### config.mk
export PLATFORM = sky130hd
export DESIGN_NAME = art_front
export DESIGN_NICKNAME = d
export VERILOG_FILES = /design/src/art_pkg.sv /design/src/art_front.sv
export SDC_FILE = /design/constraint.sdc
export NUM_CORES = 1
export LEC_CHECK = 0
export ABC_AREA = 1
export BUFFER_PORTS_ARGS = -buffer_cell sky130_fd_sc_hd__buf_2
export CAP_MARGIN = 20
export CORE_MARGIN = 2
export CORE_UTILIZATION = 56
export DETAILED_ROUTE_END_ITERATION = 7
export PLACE_DENSITY_LB_ADDON = 0.12
export SYNTH_ARGS = -nofsm -noshare
export SYNTH_HDL_FRONTEND = slang
export SYNTH_SLANG_ARGS = --single-unit
export TNS_END_PERCENT = 10
### constraint.sdc
create_clock -name clk -period 5.33 [get_ports clk]
set_clock_uncertainty 0.2 [all_clocks]
set_input_delay 1.066 -clock clk [delete_from_list [all_inputs] [get_ports clk]]
set_output_delay 1.066 -clock clk [all_outputs]
set_load 0.01 [all_outputs]
### src/art_pkg.sv
// Package for the aging route table: function codes, status codes, config
// register indices and the front-to-back command struct. No dependencies.
`default_nettype none
package art_pkg;
  typedef enum logic [2:0] {
    FN_INSERT  = 3'd0,
    FN_LOOKUP  = 3'd1,
    FN_MARK    = 3'd2,
    FN_NEXT    = 3'd3,
    FN_RESTART = 3'd4,
    FN_FLUSH   = 3'd5,
    FN_TICK    = 3'd6,
    FN_NOP     = 3'd7
  } func_t;

  typedef enum logic [1:0] {
    ST_DONE  = 2'd0,
    ST_ADDED = 2'd1,
    ST_FULL  = 2'd2,
    ST_MISS  = 2'd3
  } status_t;

  localparam int unsigned CfgOwn    = 0;
  localparam int unsigned CfgExpire = 1;
  localparam int unsigned CfgShare  = 2;

  typedef struct packed {
    func_t       func;
    logic [15:0] dest;
    logic [15:0] hop;
  } cmd_t;
endpackage
`default_nettype wire

### src/art_front.sv
// Front end of the aging route table: a two-entry command queue toward the
// table. Depends on art_pkg.
`default_nettype none
module art_front (
  input  wire logic          clk,
  input  wire logic          rst,
  input  wire logic          in_valid,
  output logic               in_ready,
  input  wire art_pkg::cmd_t in_cmd,
  output logic               q_valid,
  input  wire logic          q_ready,
  output art_pkg::cmd_t      q_cmd
);
  import art_pkg::*;

  cmd_t       mem [2];
  logic       wr_ptr;
  logic       rd_ptr;
  logic [1:0] fill;
  logic       push;
  logic       pop;

  assign in_ready = (fill != 2'd2);
  assign q_valid  = (fill != 2'd0);
  assign q_cmd    = mem[rd_ptr];
  assign push     = in_valid && in_ready;
  assign pop      = q_valid && q_ready;

  always_ff @(posedge clk) begin
    if (push) begin
      mem[wr_ptr] <= in_cmd;
    end
    if (rst) begin
      wr_ptr <= 1'b0;
      rd_ptr <= 1'b0;
      fill   <= 2'd0;
    end else begin
      if (push) wr_ptr <= ~wr_ptr;
      if (pop) rd_ptr <= ~rd_ptr;
      fill <= fill + {1'b0, push} - {1'b0, pop};
    end
  end
endmodule
`default_nettype wire

# After elaboration in Yosys (flattened, before gate mapping)
# Memories as Yosys holds them, arrays and structs flattened. A register that Yosys moved wholly into a read port is not among the register bits.
# Index checks and enable logic that the tools add are counted.
[totals] mem_bits_rw=70 reg_bits=4 mem_count=1 latch_bits=0 out_inout_bits=37 input_bits=39 romBits=0
[op_classes] n_mul=0 magnitude_cmp=0 muxes=4 shifts=0 div=0 n_eq_ne=1 n_reduce_logical=3 n_addsub=2 bitwise=2
[mem_list] memory="mem" depth=2 word_bits=35 read_ports=1 rd_clocked_by_memory_dff=1 wr=1 line="art_front.sv:16" text="cmd_t mem [2];"
[op_table] cell="1-bit two-way mux" count=4
[op_table] cell="2-bit by 1-bit adder with 2-bit output" count=1
[op_table] cell="1-bit logical AND" count=2
[op_table] cell="2-bit != test (second input constant)" count=1
[op_table] cell="1-bit NOT" count=2
[op_table] cell="2-bit nonzero test" count=1
[op_table] cell="2-bit by 1-bit subtractor with 2-bit output" count=1

# Depth between registers and ports, before layout
[logic_depth] depth_word=4 mapped_depth=11 depth_no_buf=11

# Worst setup path before layout
# Ideal clock, no wire load.
[synth_path] path_type="in2reg" start="input in_valid" end="memory mem[0][0] (netlist bit) (enable)" arrival_ps=2616 setup_slack_ps=2087 required_ps=4703 cell_stages=2 path_cell_list="nand2_1 -> nor2_1"
[synth_via] elab_chain_cells=3
[synth_lines] item="start, declared" line="art_front.sv:7" text="input wire logic in_valid,"
[synth_lines] item="1-bit logical AND" line="art_front.sv:26" text="assign push = in_valid && in_ready;"
[synth_lines] item="1-bit two-way mux" line="art_front.sv:30" text="if (push) begin"
[synth_lines] item="1-bit two-way mux (implied by the code)" line="art_front.sv:31" text="mem[wr_ptr] <= in_cmd;"
[synth_lines] item="end, declared" line="art_front.sv:16"
# No other way between the ends.

==> results.yml <==
worst_setup_path:
  max_stage_delay_ns: 0.64
  cp-end-kind: "output port"
  worstPathArrival_ns: 1.72
  path_class: "reg -> out"
  cpMaxStageDelayCell: "dfxtp_2"
  cp_top_family: "flip-flops"
  cp_cell_sequence: "buf_12 -> mux2_2 -> buf_2"
  path_max_fanout: 21
  start_kind: "flip-flop"
  cp_data_required_time_ns: 4.06
  timing.critical_path.buf_inv: 2
timing:
  max_freq_mhz: 335
  setup_viol: 0
  period_share: 0.560
  tightest_slew_ns: 1.02
  rsz0062_at_grt: "no"
  slew_viol_final: 0
  fin_hold_ws_ns: 0.336
  fin_setup_tns_ns: 0
  post-route-min-period_ns: 2.99
  finalHoldViolCount: 0
  max_slew_margin: 0.320
  fin_ws_ns: 2.34
final_layout:
  drive_above_1_share: 0.547
  post-route-util: 0.710
  multiInputGateArea_um2: 628
  diodes: 0
  nets: 271
  seqCellArea_um2: 2200
  layout_common_cells: "75 x buf_2, 70 x edfxtp_1, 30 x mux2_4"
  final_common_cell: "buf_2"
  area_delta_synth_final_pct: 23.3
  fillCellCount: 353
clock_tree:
  cts_htree_levels: 3
  post_cts_resized: 0
  clock_sink_count: 75
  cts_tree: "yes"
  ctsHoldBuffers: 0
  clock_latency_ns: 0.32
  cts_post_setup_buffers_inserted: 0
  path_clk_slew_ns: 0.07
  root_buffer: "clkbuf_8"
  clock_path_buffers: 2
  cts_buffers: 9
floorplan:
  fp.coreArea_um2: 5070
  die_y_um: 76.3
  die_x_um: 76.3
  initial_utilization: 0.576
  die_area_um2: 5820
  rows: 26
  ioPinCount: 76
logic_synthesis:
  syn-num-nets: 187
  ys_warn_count: 0
  yosys-top-cells-area: "edfxtp_1 72%, mux2_4 15%, dfxtp_1 3.4%, buf_12 2.1%, mux2_2 1.9%"
  synth-seq-cells: 75
  yosys.area.top_type: "edfxtp_1"
  syn_inst: 146
  ys_types: 12
  syn_area_per_cell_um2: 20.0
  ys_seq_area_frac: 0.753
  netlist_area_um2: 2920
  synth_top_area_frac: 0.719
placement:
  dp_hpwl_um: 2990
  port_buffers: 75
  place.gp.congestion: 0.772
  post-place-ws_ns: 2.42
route:
  ant_nets: 0
  dr.max_layer_used: "met3"
  drc: 0
  dr_wl_met3_um: 277
  route.met2.wl_um: 2470
  drt-total-wl_um: 4490
  met1_length_um: 1740
  firstDrtPassIters: 4
  vias: 1452
  routedWlPerCell_um: 14.8
  vias_per_cell: 4.78
  drt_iter0_markers: 75
grt:
  grt_pass1_wl_um: 7000
  grt_overflow: 0
  grt_pass1_vias: 1539
  antenna_found_initial: 0
  grt_max_degree: 36
  grt_use_total: 0.158
worst_hold_path:
  hold_class: "reg -> reg"
pwr:
  ir_worst_vdd_v: 0.000363
  finalPower_mw: 1.75
  p_leak_nw: 1.47
  power_density_nw_per_um2: 486
status:
  status: "finished clean"
run:
  maxCapViolCount: 0
registers in the layout, summed over array words and instances, names as in the netlist, named ones only:
signal and count:
mem 70, fill 2, rd_ptr 1, wr_ptr 1
per-stage QoR:
stage | instances | instance area (um^2)
2_1_floorplan | 146 | 2920
3_3_place_gp | 288 | 3330
4_1_cts | 303 | 3580
3_5_place_dp | 288 | 3330
6_report | 304 | 3600
5_1_grt | 304 | 3600
cell usage after synthesis, drive strengths merged:
cell,instances
buf,4
ha,2
nand2,8
nand3,3
mux2,35
nor2,9
dfxtp,5
edfxtp,70
a21oi,2
inv,8
worst paths after layout:
| path | start | to | slack [ns] | depth (start not counted) |
|---|---|---|---|---|
| max | flip-flop | q_cmd[0] | 2.34 | 3 |
| min | rd_ptr | flip-flop | 0.34 | 2 |
| max reg2reg | fill[0] | mem[0][20] | 3.29 | 4 |
| min reg2reg | rd_ptr | flip-flop | 0.34 | 2 |
metal layers:
metal | vias to the layer above | GRT usage
met5 | - | 0
met2 | 50 | 0.291
met4 | 0 | 0.0655
met1 | 686 | 0.169
li1 | 716 | -
met3 | 0 | 0.0474
worst register-to-register path: cells and delay by family, from the launching register on:
kind                   cells  cell delay [ns]
buffers and inverters      1             0.06
flip-flops                 1             0.36
AND/OR/NAND/NOR            3             1.02
cells by family after synthesis:
family          Yosys count  synth area share
buf+inv                  12            0.0347
fa+ha+maj                 2           0.00856
simple gates             20            0.0270
compound gates            2           0.00342
flops                    75             0.753
mux                      35             0.173
power breakdown:
group	internal [mW]	switching (mW)
Combinational	0.217	0.205
Clock	0.353	0.183
Sequential	0.748	0.0436
layout make-up:
cell class                 instances  area share
inverter                           8     0.00833
multi-input combinational         59       0.174
clock inverter                     6      0.0358
tap                               70      0.0243
sequential                        75       0.611
timing repair buffer              77       0.112
clock buffer                       9      0.0344
(Power assumes the default switching activity.)
